--- config.mk ---
export PLATFORM = sky130hd
export DESIGN_NAME = score_driven_square_wave_tone_player_flat
export DESIGN_NICKNAME = d
export VERILOG_FILES = /design/src/rtl/swtp_pkg.sv /design/src/rtl/swtp_in_if.sv /design/src/rtl/swtp_out_if.sv /design/src/rtl/score_driven_square_wave_tone_player.sv /design/src/rtl/swtp_channel.sv /design/src/rtl/swtp_interp.sv /design/src/flat_wrapper.sv
export SDC_FILE = /design/constraint.sdc
export NUM_CORES = 1
export LEC_CHECK = 0
export ABC_CLOCK_PERIOD_IN_PS = 4100
export BUFFER_PORTS_ARGS = -buffer_cell sky130_fd_sc_hd__buf_2
export CORE_MARGIN = 2
export CORE_UTILIZATION = 49
export DETAILED_ROUTE_END_ITERATION = 10
export GPL_ROUTABILITY_DRIVEN = 0
export PLACE_DENSITY = 0.65
export RECOVER_POWER = 100
export SYNTH_ARGS = -nofsm -noshare
export SYNTH_HDL_FRONTEND = slang
export SYNTH_SLANG_ARGS = --single-unit
--- constraint.sdc ---
create_clock -name clk -period 4.1 [get_ports clk]
set_clock_uncertainty 0.15 [all_clocks]
set_input_delay 0.205 -clock clk [delete_from_list [all_inputs] [get_ports clk]]
set_output_delay 0.205 -clock clk [all_outputs]
set_load 0.01 [all_outputs]
--- src/rtl/swtp_pkg.sv ---
// ---------------------------------------------------------------------------
// swtp_pkg
// Shared types, codes and the note step table of the square-wave tone player.
// ---------------------------------------------------------------------------
package swtp_pkg;

  localparam int unsigned CHANNELS_DEF = 3;

  localparam int unsigned CMD_W  = 3;
  localparam int unsigned BYTE_W = 8;
  localparam int unsigned LVL_W  = 3;
  localparam int unsigned ACC_W  = 24;
  localparam int unsigned STEP_W = 22;
  localparam int unsigned WAIT_W = 16;

  localparam logic [ACC_W-1:0] ACC_RESTART = 24'd4194304;
  localparam logic [6:0]       TOP_NOTE    = 7'd123;

  // item commands
  localparam logic [CMD_W-1:0] CMD_POLL  = 3'd0;
  localparam logic [CMD_W-1:0] CMD_MSEC  = 3'd1;
  localparam logic [CMD_W-1:0] CMD_BYTE  = 3'd2;
  localparam logic [CMD_W-1:0] CMD_START = 3'd3;
  localparam logic [CMD_W-1:0] CMD_HALT  = 3'd4;

  // score opcodes (high nibble)
  localparam logic [3:0] OP_NOTE_OFF = 4'h8;
  localparam logic [3:0] OP_NOTE_ON  = 4'h9;
  localparam logic [3:0] OP_REWIND   = 4'hE;
  localparam logic [3:0] OP_END      = 4'hF;

  typedef enum logic [3:0] {
    PH_IDLE   = 4'b0001,
    PH_CMD    = 4'b0010,
    PH_NOTE   = 4'b0100,
    PH_WAITLO = 4'b1000
  } swtp_phase_t;

  // per-channel control from the interpreter
  typedef struct packed {
    logic              poll;
    logic              play;
    logic              silence;
    logic [STEP_W-1:0] step;
  } swtp_ch_ctl_t;

  typedef struct packed {
    logic score_active;
    logic want_byte;
    logic rewind;
  } swtp_status_t;

  function automatic logic [STEP_W-1:0] note_step(input logic [6:0] note);
    logic [STEP_W-1:0] s;
    case (note)
      7'd0: s = 22'd3429;       7'd1: s = 22'd3633;       7'd2: s = 22'd3849;
      7'd3: s = 22'd4078;       7'd4: s = 22'd4320;       7'd5: s = 22'd4577;
      7'd6: s = 22'd4850;       7'd7: s = 22'd5138;       7'd8: s = 22'd5443;
      7'd9: s = 22'd5767;       7'd10: s = 22'd6110;      7'd11: s = 22'd6473;
      7'd12: s = 22'd6858;      7'd13: s = 22'd7266;      7'd14: s = 22'd7698;
      7'd15: s = 22'd8156;      7'd16: s = 22'd8641;      7'd17: s = 22'd9155;
      7'd18: s = 22'd9699;      7'd19: s = 22'd10276;     7'd20: s = 22'd10887;
      7'd21: s = 22'd11534;     7'd22: s = 22'd12220;     7'd23: s = 22'd12947;
      7'd24: s = 22'd13717;     7'd25: s = 22'd14532;     7'd26: s = 22'd15396;
      7'd27: s = 22'd16312;     7'd28: s = 22'd17282;     7'd29: s = 22'd18310;
      7'd30: s = 22'd19398;     7'd31: s = 22'd20552;     7'd32: s = 22'd21774;
      7'd33: s = 22'd23069;     7'd34: s = 22'd24440;     7'd35: s = 22'd25894;
      7'd36: s = 22'd27433;     7'd37: s = 22'd29065;     7'd38: s = 22'd30793;
      7'd39: s = 22'd32624;     7'd40: s = 22'd34564;     7'd41: s = 22'd36619;
      7'd42: s = 22'd38797;     7'd43: s = 22'd41104;     7'd44: s = 22'd43548;
      7'd45: s = 22'd46137;     7'd46: s = 22'd48881;     7'd47: s = 22'd51787;
      7'd48: s = 22'd54867;     7'd49: s = 22'd58129;     7'd50: s = 22'd61586;
      7'd51: s = 22'd65248;     7'd52: s = 22'd69128;     7'd53: s = 22'd73238;
      7'd54: s = 22'd77593;     7'd55: s = 22'd82207;     7'd56: s = 22'd87096;
      7'd57: s = 22'd92275;     7'd58: s = 22'd97762;     7'd59: s = 22'd103575;
      7'd60: s = 22'd109734;    7'd61: s = 22'd116259;    7'd62: s = 22'd123172;
      7'd63: s = 22'd130496;    7'd64: s = 22'd138256;    7'd65: s = 22'd146477;
      7'd66: s = 22'd155187;    7'd67: s = 22'd164415;    7'd68: s = 22'd174191;
      7'd69: s = 22'd184549;    7'd70: s = 22'd195523;    7'd71: s = 22'd207150;
      7'd72: s = 22'd219467;    7'd73: s = 22'd232518;    7'd74: s = 22'd246344;
      7'd75: s = 22'd260992;    7'd76: s = 22'd276512;    7'd77: s = 22'd292954;
      7'd78: s = 22'd310374;    7'd79: s = 22'd328830;    7'd80: s = 22'd348383;
      7'd81: s = 22'd369099;    7'd82: s = 22'd391047;    7'd83: s = 22'd414299;
      7'd84: s = 22'd438935;    7'd85: s = 22'd465035;    7'd86: s = 22'd492688;
      7'd87: s = 22'd521984;    7'd88: s = 22'd553023;    7'd89: s = 22'd585908;
      7'd90: s = 22'd620748;    7'd91: s = 22'd657659;    7'd92: s = 22'd696766;
      7'd93: s = 22'd738198;    7'd94: s = 22'd782093;    7'd95: s = 22'd828599;
      7'd96: s = 22'd877870;    7'd97: s = 22'd930071;    7'd98: s = 22'd985375;
      7'd99: s = 22'd1043969;   7'd100: s = 22'd1106047;  7'd101: s = 22'd1171815;
      7'd102: s = 22'd1241495;  7'd103: s = 22'd1315318;  7'd104: s = 22'd1393531;
      7'd105: s = 22'd1476395;  7'd106: s = 22'd1564186;  7'd107: s = 22'd1657197;
      7'd108: s = 22'd1755739;  7'd109: s = 22'd1860141;  7'd110: s = 22'd1970751;
      7'd111: s = 22'd2087938;  7'd112: s = 22'd2212093;  7'd113: s = 22'd2343631;
      7'd114: s = 22'd2482991;  7'd115: s = 22'd2630637;  7'd116: s = 22'd2787063;
      7'd117: s = 22'd2952790;  7'd118: s = 22'd3128372;  7'd119: s = 22'd3314395;
      7'd120: s = 22'd3511479;  7'd121: s = 22'd3720282;  7'd122: s = 22'd3941502;
      default: s = 22'd4175876; // top note, and anything clamped to it
    endcase
    return s;
  endfunction

endpackage

--- src/rtl/swtp_in_if.sv ---
// ---------------------------------------------------------------------------
// swtp_in_if
// Command item channel: tick, score byte and start/stop commands.
// ---------------------------------------------------------------------------
interface swtp_in_if;
  logic                          valid;
  logic                          ready;
  logic [swtp_pkg::CMD_W-1:0]    command;
  logic [swtp_pkg::BYTE_W-1:0]   score_byte;

  modport source (output valid, output command, output score_byte, input ready);
  modport sink   (input valid, input command, input score_byte, output ready);
endinterface

--- src/rtl/swtp_out_if.sv ---
// ---------------------------------------------------------------------------
// swtp_out_if
// Result item channel: speaker levels and interpreter status.
// ---------------------------------------------------------------------------
interface swtp_out_if;
  logic                        valid;
  logic                        ready;
  logic [swtp_pkg::LVL_W-1:0]  speaker_levels;
  logic                        score_active;
  logic                        want_byte;
  logic                        rewind;

  modport source (output valid, output speaker_levels, output score_active,
                  output want_byte, output rewind, input ready);
  modport sink   (input valid, input speaker_levels, input score_active,
                  input want_byte, input rewind, output ready);
endinterface

--- src/rtl/score_driven_square_wave_tone_player.sv ---
// ---------------------------------------------------------------------------
// score_driven_square_wave_tone_player
// Multi-voice square-wave score player with byte-wise score interpreter.
// ---------------------------------------------------------------------------
// Usage:
//   in_if carries one item per handshake: a command (poll tick, millisecond
//   tick, score byte, start or stop score) and the score byte. out_if returns
//   exactly one result item per input item: the speaker levels and the
//   interpreter status (score active, next byte wanted, rewind) as they stand
//   after that item.
//   An accepted item sits in the input register, is processed in one pass
//   into the result register and is offered from there. Throughput is one
//   item per cycle while out_if.ready stays high, set by the single-pass
//   update of the channel and interpreter state.
//   The input register is released as soon as the result register is free,
//   so a new item is taken while a finished result waits. If the receiver
//   holds out_if.ready low, the result is held and in_if.ready drops once
//   the input register is full; no item is lost.
//   Reset (rst_n low, synchronous) stops the score, silences all voices and
//   empties both registers.
// ---------------------------------------------------------------------------
module score_driven_square_wave_tone_player #(
  parameter int unsigned CHANNELS = swtp_pkg::CHANNELS_DEF
) (
  input  logic       clk,
  input  logic       rst_n,
  swtp_in_if.sink    in_if,
  swtp_out_if.source out_if
);

  logic                          s1_valid_r;
  logic [swtp_pkg::CMD_W-1:0]    s1_cmd_r;
  logic [swtp_pkg::BYTE_W-1:0]   s1_byte_r;
  logic                          out_valid_r;
  logic [swtp_pkg::LVL_W-1:0]    out_levels_r;
  swtp_pkg::swtp_status_t        out_status_r;
  logic                          out_free, fire;
  swtp_pkg::swtp_ch_ctl_t        ctl [CHANNELS];
  swtp_pkg::swtp_status_t        status_nxt;
  logic [CHANNELS-1:0]           level_nxt;
  logic [swtp_pkg::LVL_W-1:0]    levels_nxt;

  assign out_free    = !out_valid_r || out_if.ready;
  assign fire        = s1_valid_r && out_free;
  assign in_if.ready = !s1_valid_r || out_free;

  swtp_interp #(.CHANNELS(CHANNELS)) u_interp (
    .clk        (clk),
    .rst_n      (rst_n),
    .fire       (fire),
    .command    (s1_cmd_r),
    .score_byte (s1_byte_r),
    .ctl        (ctl),
    .status_nxt (status_nxt)
  );

  for (genvar i = 0; i < CHANNELS; i++) begin : g_ch
    swtp_channel u_ch (
      .clk       (clk),
      .rst_n     (rst_n),
      .fire      (fire),
      .ctl       (ctl[i]),
      .level_nxt (level_nxt[i])
    );
  end

  for (genvar b = 0; b < swtp_pkg::LVL_W; b++) begin : g_lvl
    if (b < CHANNELS) begin : g_on
      assign levels_nxt[b] = level_nxt[b];
    end else begin : g_off
      assign levels_nxt[b] = 1'b0;
    end
  end

  always_ff @(posedge clk) begin
    if (!rst_n) begin
      s1_valid_r  <= 1'b0;
      out_valid_r <= 1'b0;
    end else begin
      if (in_if.ready) s1_valid_r <= in_if.valid;
      if (out_free)    out_valid_r <= s1_valid_r;
    end
  end

  always_ff @(posedge clk) begin
    if (in_if.valid && in_if.ready) begin
      s1_cmd_r  <= in_if.command;
      s1_byte_r <= in_if.score_byte;
    end
    if (fire) begin
      out_levels_r <= levels_nxt;
      out_status_r <= status_nxt;
    end
  end

  assign out_if.valid          = out_valid_r;
  assign out_if.speaker_levels = out_levels_r;
  assign out_if.score_active   = out_status_r.score_active;
  assign out_if.want_byte      = out_status_r.want_byte;
  assign out_if.rewind         = out_status_r.rewind;

  // a byte is only asked for while the score runs
  a_want_needs_run: assert property (@(posedge clk) disable iff (!rst_n)
    out_valid_r && out_status_r.want_byte |-> out_status_r.score_active)
    else $error("byte wanted while score stopped");

  // rewind is only pending while a command byte is wanted
  a_rewind_needs_want: assert property (@(posedge clk) disable iff (!rst_n)
    out_valid_r && out_status_r.rewind |-> out_status_r.want_byte)
    else $error("rewind pending with no byte wanted");

  // all voices are silent once the score has stopped
  a_quiet_when_stopped: assert property (@(posedge clk) disable iff (!rst_n)
    out_valid_r && !out_status_r.score_active |-> out_levels_r == '0)
    else $error("speaker active while score stopped");

  // a held item stays in the input register while the result side stalls
  a_s1_holds: assert property (@(posedge clk) disable iff (!rst_n)
    s1_valid_r && !out_free |=> s1_valid_r && $stable(s1_cmd_r))
    else $error("input register lost an item under stall");

endmodule

--- src/rtl/swtp_channel.sv ---
// ---------------------------------------------------------------------------
// swtp_channel
// One square-wave voice: step accumulator and output level.
// ---------------------------------------------------------------------------
module swtp_channel (
  input  logic                   clk,
  input  logic                   rst_n,
  input  logic                   fire,
  input  swtp_pkg::swtp_ch_ctl_t ctl,
  output logic                   level_nxt
);

  logic [swtp_pkg::ACC_W-1:0]  acc_r, acc_nxt;
  logic [swtp_pkg::STEP_W-1:0] step_r, step_nxt;
  logic                        on_r, on_nxt;
  logic                        level_r;
  logic [swtp_pkg::ACC_W:0]    diff;

  // borrow out of the subtract means the accumulator wrapped
  assign diff = {1'b0, acc_r} - {3'b000, step_r};

  always_comb begin
    acc_nxt   = acc_r;
    step_nxt  = step_r;
    on_nxt    = on_r;
    level_nxt = level_r;
    if (fire) begin
      if (ctl.silence) begin
        on_nxt    = 1'b0;
        level_nxt = 1'b0;
      end else if (ctl.play) begin
        step_nxt = ctl.step;
        acc_nxt  = swtp_pkg::ACC_RESTART;
        on_nxt   = 1'b1;
      end else if (ctl.poll && on_r) begin
        if (diff[swtp_pkg::ACC_W]) begin
          acc_nxt   = diff[swtp_pkg::ACC_W-1:0] + swtp_pkg::ACC_RESTART;
          level_nxt = !level_r;
        end else begin
          acc_nxt = diff[swtp_pkg::ACC_W-1:0];
        end
      end
    end
  end

  always_ff @(posedge clk) begin
    if (!rst_n) begin
      on_r    <= 1'b0;
      level_r <= 1'b0;
    end else begin
      on_r    <= on_nxt;
      level_r <= level_nxt;
    end
  end

  always_ff @(posedge clk) begin
    acc_r  <= acc_nxt;
    step_r <= step_nxt;
  end

endmodule

--- src/rtl/swtp_interp.sv ---
// ---------------------------------------------------------------------------
// swtp_interp
// Score interpreter: byte parser, wait counter and per-channel control.
// ---------------------------------------------------------------------------
module swtp_interp #(
  parameter int unsigned CHANNELS = swtp_pkg::CHANNELS_DEF
) (
  input  logic                         clk,
  input  logic                         rst_n,
  input  logic                         fire,
  input  logic [swtp_pkg::CMD_W-1:0]   command,
  input  logic [swtp_pkg::BYTE_W-1:0]  score_byte,
  output swtp_pkg::swtp_ch_ctl_t       ctl [CHANNELS],
  output swtp_pkg::swtp_status_t       status_nxt
);

  swtp_pkg::swtp_phase_t        phase_r, phase_nxt;
  logic [3:0]                   pend_ch_r, pend_ch_nxt;
  logic [6:0]                   wait_hi_r, wait_hi_nxt;
  logic [swtp_pkg::WAIT_W-1:0]  wait_r, wait_nxt;
  logic                         running_r, running_nxt;
  logic                         rewind_r, rewind_nxt;
  logic                         poll, play, silence_one, silence_all;
  logic [6:0]                   note;
  logic [swtp_pkg::STEP_W-1:0]  note_step;

  assign note = (score_byte > {1'b0, swtp_pkg::TOP_NOTE}) ? swtp_pkg::TOP_NOTE
                                                          : score_byte[6:0];
  assign note_step = swtp_pkg::note_step(note);

  always_comb begin
    phase_nxt   = phase_r;
    pend_ch_nxt = pend_ch_r;
    wait_hi_nxt = wait_hi_r;
    wait_nxt    = wait_r;
    running_nxt = running_r;
    rewind_nxt  = rewind_r;
    poll        = 1'b0;
    play        = 1'b0;
    silence_one = 1'b0;
    silence_all = 1'b0;
    if (fire) begin
      case (command)
        swtp_pkg::CMD_POLL: begin
          poll = 1'b1;
        end
        swtp_pkg::CMD_MSEC: begin
          if (running_r && wait_r != '0) begin
            wait_nxt = wait_r - 1'b1;
            if (wait_r == swtp_pkg::WAIT_W'(1)) phase_nxt = swtp_pkg::PH_CMD;
          end
        end
        swtp_pkg::CMD_BYTE: begin
          if (phase_r != swtp_pkg::PH_IDLE) rewind_nxt = 1'b0;
          case (phase_r)
            swtp_pkg::PH_NOTE: begin
              play      = 1'b1;
              phase_nxt = swtp_pkg::PH_CMD;
            end
            swtp_pkg::PH_WAITLO: begin
              wait_nxt  = {1'b0, wait_hi_r, score_byte} + 1'b1;
              phase_nxt = swtp_pkg::PH_IDLE;
            end
            swtp_pkg::PH_CMD: begin
              if (!score_byte[7]) begin
                wait_hi_nxt = score_byte[6:0];
                phase_nxt   = swtp_pkg::PH_WAITLO;
              end else begin
                case (score_byte[7:4])
                  swtp_pkg::OP_NOTE_OFF: silence_one = 1'b1;
                  swtp_pkg::OP_NOTE_ON: begin
                    pend_ch_nxt = score_byte[3:0];
                    phase_nxt   = swtp_pkg::PH_NOTE;
                  end
                  swtp_pkg::OP_REWIND: rewind_nxt = 1'b1;
                  swtp_pkg::OP_END: begin
                    silence_all = 1'b1;
                    running_nxt = 1'b0;
                    phase_nxt   = swtp_pkg::PH_IDLE;
                    wait_nxt    = '0;
                    rewind_nxt  = 1'b0;
                  end
                  default: ;
                endcase
              end
            end
            default: ;
          endcase
        end
        swtp_pkg::CMD_START: begin
          silence_all = 1'b1;
          running_nxt = 1'b1;
          phase_nxt   = swtp_pkg::PH_CMD;
          wait_nxt    = '0;
          rewind_nxt  = 1'b1;
        end
        swtp_pkg::CMD_HALT: begin
          silence_all = 1'b1;
          running_nxt = 1'b0;
          phase_nxt   = swtp_pkg::PH_IDLE;
          wait_nxt    = '0;
          rewind_nxt  = 1'b0;
        end
        default: ;
      endcase
    end
  end

  // a channel number beyond the last voice matches no channel
  for (genvar i = 0; i < CHANNELS; i++) begin : g_ctl
    assign ctl[i].poll    = poll;
    assign ctl[i].play    = play && (pend_ch_r == 4'(i));
    assign ctl[i].silence = silence_all || (silence_one && score_byte[3:0] == 4'(i));
    assign ctl[i].step    = note_step;
  end

  assign status_nxt.score_active = running_nxt;
  assign status_nxt.want_byte    = (phase_nxt != swtp_pkg::PH_IDLE);
  assign status_nxt.rewind       = rewind_nxt;

  always_ff @(posedge clk) begin
    if (!rst_n) begin
      phase_r   <= swtp_pkg::PH_IDLE;
      pend_ch_r <= '0;
      wait_hi_r <= '0;
      wait_r    <= '0;
      running_r <= 1'b0;
      rewind_r  <= 1'b0;
    end else begin
      phase_r   <= phase_nxt;
      pend_ch_r <= pend_ch_nxt;
      wait_hi_r <= wait_hi_nxt;
      wait_r    <= wait_nxt;
      running_r <= running_nxt;
      rewind_r  <= rewind_nxt;
    end
  end

endmodule
--- src/flat_wrapper.sv ---
// flat-port wrapper written by rule: the top's interface ports become plain ports
module score_driven_square_wave_tone_player_flat 
#(
  parameter int unsigned CHANNELS = swtp_pkg::CHANNELS_DEF
)
  (clk, rst_n, in_if_valid, in_if_command, in_if_score_byte, in_if_ready, out_if_valid, out_if_speaker_levels, out_if_score_active, out_if_want_byte, out_if_rewind, out_if_ready);
  swtp_in_if in_if_i ();
  swtp_out_if out_if_i ();
  input  logic clk;
  input  logic rst_n;
  input wire logic [$bits(in_if_i.valid)-1:0] in_if_valid;
  input wire logic [$bits(in_if_i.command)-1:0] in_if_command;
  input wire logic [$bits(in_if_i.score_byte)-1:0] in_if_score_byte;
  output wire logic [$bits(in_if_i.ready)-1:0] in_if_ready;
  output wire logic [$bits(out_if_i.valid)-1:0] out_if_valid;
  output wire logic [$bits(out_if_i.speaker_levels)-1:0] out_if_speaker_levels;
  output wire logic [$bits(out_if_i.score_active)-1:0] out_if_score_active;
  output wire logic [$bits(out_if_i.want_byte)-1:0] out_if_want_byte;
  output wire logic [$bits(out_if_i.rewind)-1:0] out_if_rewind;
  input wire logic [$bits(out_if_i.ready)-1:0] out_if_ready;
  assign in_if_i.valid = in_if_valid;
  assign in_if_i.command = in_if_command;
  assign in_if_i.score_byte = in_if_score_byte;
  assign in_if_ready = in_if_i.ready;
  assign out_if_valid = out_if_i.valid;
  assign out_if_speaker_levels = out_if_i.speaker_levels;
  assign out_if_score_active = out_if_i.score_active;
  assign out_if_want_byte = out_if_i.want_byte;
  assign out_if_rewind = out_if_i.rewind;
  assign out_if_i.ready = out_if_ready;
  score_driven_square_wave_tone_player #(.CHANNELS(CHANNELS)) u_core (.clk(clk), .rst_n(rst_n), .in_if(in_if_i), .out_if(out_if_i));
endmodule
==> out/metrics.csv <==
stage,metric,value,unit
run,Max-cap violations,1,
timing,Final setup viols,0,
global_routing,total grt overflow,0,
floorplanning,# rows,61,
yosys,post-synth top area cell,edfxtp_1,
timing,final max-slew violation count,1,
floorplanning,die area,30000,µm²
layout,layout net count,1713,
yosys,main area contributors after synthesis,"edfxtp_1 (33%), ha_1 (7.8%), dfxtp_1 (5.9%)",
yosys,Syn Inst Count,1612,
setup_path,CP Class,reg2reg,
timing,fin crit share,90.0,%
placed_design,port bufs,22,
detailed_routing,Routed Antenna Nets,0,
detailed_routing,Remaining DRCs,0,
yosys,most common cell in the netlist,nor2_1,
global_routing,first-pass GRT wire length,62.9,mm
timing,fmax,271,MHz
yosys,Yosys top cell area share,33.2,%
layout,design area,15200,µm²
detailed_routing,via count,12600,
setup_path,startpoint types,flip-flop,
floorplanning,Core ar.,27900,µm²
clock_tree,# resized after CTS,0,
yosys,Main synth FF type,edfxtp_1,
yosys,sequential fraction of the synthesis area,39.1,%
detailed_routing,WL final,39.6,mm
layout,Non-Filler Instances,1999,
global_routing,vias in the first global route,11500,
floorplanning,Initial Util,50.2,%
yosys,syn nets,1717,
global_routing,largest net degree at the start of global routing,57,
clock_tree,postcts setup bufs,0,
yosys,Synth Register Bits,196,
placed_design,DP Area,14600,µm²
outcome,status,"finished, violations left",
setup_path,RR Startpoint,u_core.s1_byte_r[0]$_DFFE_PP_,
yosys,commonest cells in the synthesized netlist,"nor2_1 (180), edfxtp_1 (155), nand2_1 (139), o21ai_0 (124), a21oi_1 (116)",
floorplanning,die span in y,173,µm
layout,proportion of layout cells with a drive suffix above 1,6.29,%
yosys,synthesized area per cell,8.69,µm²
timing,Setup Total Neg Slack,0,ns
floorplanning,I/O pins,23,
timing,min Tclk post-route,3.69,ns
global_routing,initial antenna violation count,0,
min_path,hold_sp,rst_n,
power,leakage,5.90,nW
setup_path,CP max stage cell,edfxtp_1,
placed_design,dpl cells,1953,
setup_path,"slowest stage delay, CP",0.68,ns
timing,max_slew headroom,-0.315,%
yosys,Post-synth EDFFs,155,
placed_design,post-placement worst setup slack,0.770,ns
setup_path,Crit path required time,4.18,ns
timing,Final Hold Vio Count,0,
timing,post-route setup slack,0.409,ns
clock_tree,CTS tree,yes,
power,Worst VDD drop,0.303,mV
detailed_routing,initial DRC count,1835,
layout,Ant. Diodes,0,
yosys,Netlist cell types,78,
setup_path,crit path DAT,3.77,ns
setup_path,capturing element type of the critical path,flip-flop,
placed_design,DP Wirelength,27.8,mm
yosys,Post-synth ARST share,0,%
clock_tree,Num CTS Buffers,17,
clock_tree,clk_lat worst skew,0.46,ns
yosys,Yosys warning count,0,
clock_tree,clock sinks,196,
detailed_routing,Avg Vias per Cell,6.29,
global_routing,Tot GR Track Use,26.4,%
min_path,worst hold path class,in2reg,
yosys,Post-Synthesis Cell Area,14000,µm²
layout,register area,5480,µm²
setup_path,most frequent cell on the critical path,a21oi_1,
clock_tree,htree depth,4,
setup_path,largest fanout on the critical path,13,
floorplanning,DIE WIDTH,173,µm
timing,unrepaired setup endpoints after global routing,false,
clock_tree,Worst-path clk slew,0.08,ns
layout,Area Growth Syn to Fin,8.70,%
setup_path,critical-path cell list,"clkinv_1, nand2_1, inv_1, ha_1, clkbuf_1, nor2_1, o2bb2ai_1, a21oi_1, o311a_1, a21oi_1",
clock_tree,Bufs on Longest Clock Path,2,
detailed_routing,wire length per cell,19.8,µm
detailed_routing,first-pass detailed-route iteration total,8,
clock_tree,CTS root buffer,clkbuf_16,
timing,worst-margin pin slew,1.49,ns
setup_path,Worst Setup SP,u_core.s1_byte_r[0]$_DFFE_PP_,
layout,multi-input logic area,7780,µm²
power,pwr dens,301,nW/µm²
outcome,violations in the final reports,"capacitance limit, slew limit",
layout,number of fill cells,2526,
-- final timing paths --
kind / cells past startpoint / slack, ns / end
max: 10 / 0.41 / u_core.g_ch[0].u_ch.step_r[3]$_DFFE_PP_
max reg2reg: 10 / 0.41 / u_core.g_ch[0].u_ch.step_r[3]$_DFFE_PP_
min: 2 / 0.1 / u_core.u_interp.phase_r[0]$_SDFF_PN1_
min reg2reg: 1 / 0.35 / u_core.u_interp.wait_r[11]$_SDFFE_PN0P_
-- layer usage --
| metal | vias up | global-route usage [%] | wire [µm] |
|---|---|---|---|
| met1 | 5829 | 35.2 | 16400 |
| met2 | 702 | 41.4 | 17900 |
| met5 | - | 0 | 0 |
| met3 | 169 | 6.11 | 3510 |
| li1 | 5883 | - | - |
| met4 | 0 | 10.8 | 1790 |
-- registers in the layout, summed over array words and instances (netlist names), 3 cells and up --
register / flops
u_core.u_interp.wait_hi_r: 7
u_core.g_ch.u_ch.level_r: 3
u_core.g_ch.u_ch.on_r: 3
u_core.g_ch.u_ch.acc_r: 72
u_core.g_ch.u_ch.step_r: 66
u_core.s1_byte_r: 8
u_core.out_if.speaker_levels: 3
u_core.u_interp.phase_r: 4
u_core.u_interp.pend_ch_r: 4
u_core.u_interp.wait_r: 16
u_core.s1_cmd_r: 3
-- logic make-up (layout without fill, tap and decap cells) --
family / Yosys count / after routing / share of synthesized area [%]
multiplexers: 22 / 22 / 1.68
AO/OA/AOI/OAI: 495 / 495 / 22.9
adder cells (fa/ha/maj): 90 / 90 / 8.20
buffers and inverters: 196 / 205 / 5.35
AND/OR/NAND/NOR: 546 / 546 / 18.6
XOR/XNOR: 67 / 67 / 4.19
flip-flops: 196 / 196 / 39.1
-- cell usage in the layout (no fill, tap or decap), drive strengths merged, types with 20 or more instances in the layout --
master / count
a21o: 37
nand2: 139
a31oi: 26
buf: 40
o21ai: 126
dfxtp: 41
nor2: 180
nand3: 30
inv: 104
xnor2: 39
ha: 87
o211ai: 25
nor2b: 41
edfxtp: 155
xor2: 28
clkbuf: 39
nor3: 35
a21oi: 116
nand4: 20
nand2b: 22
a211oi: 25
-- final cells by class --
class	instances	area share, %
Clock inverter	14	1.19
Timing Repair Buffer	75	3.38
Inverter	98	2.42
Clock buffer	18	2.88
Tap cell	378	3.11
Sequential cell	196	35.9
Multi-Input combinational cell	1220	51.1
-- through the flow --
step | hold slack (ns) | utilization (%) | power, mW
after floorplan | 0.154 | - | 2.63
after global placement | 0.231 | 52.1 | 2.83
after detailed placement | 0.233 | 52.1 | 2.82
after CTS | 0.0893 | 54.8 | 4.59
after global routing | 0.152 | 54.5 | 4.74
final | 0.0964 | 54.5 | 4.59
-- repair_timing --
item | CTS | global route
endpoints found under the hold margin | 13 | 0
hold buffers | 14 | 0
endpoints found under the setup margin | 0 | 0
-- critical path: cells and delay by family, from the launching register on --
kind	cells	cell delay (ns)
buffers and inverters	3	0.86
DFF	1	0.68
adders and majority gates	1	0.31
and+or+nand+nor	2	0.36
AOI/OAI and AO/OA	4	1.09
-- power breakdown --
| part | switching [mW] | internal [mW] |
|---|---|---|
| registers | 0.0177 | 2.16 |
| clock network | 0.868 | 0.899 |
| logic | 0.439 | 0.200 |
(Power assumes the default switching activity.)
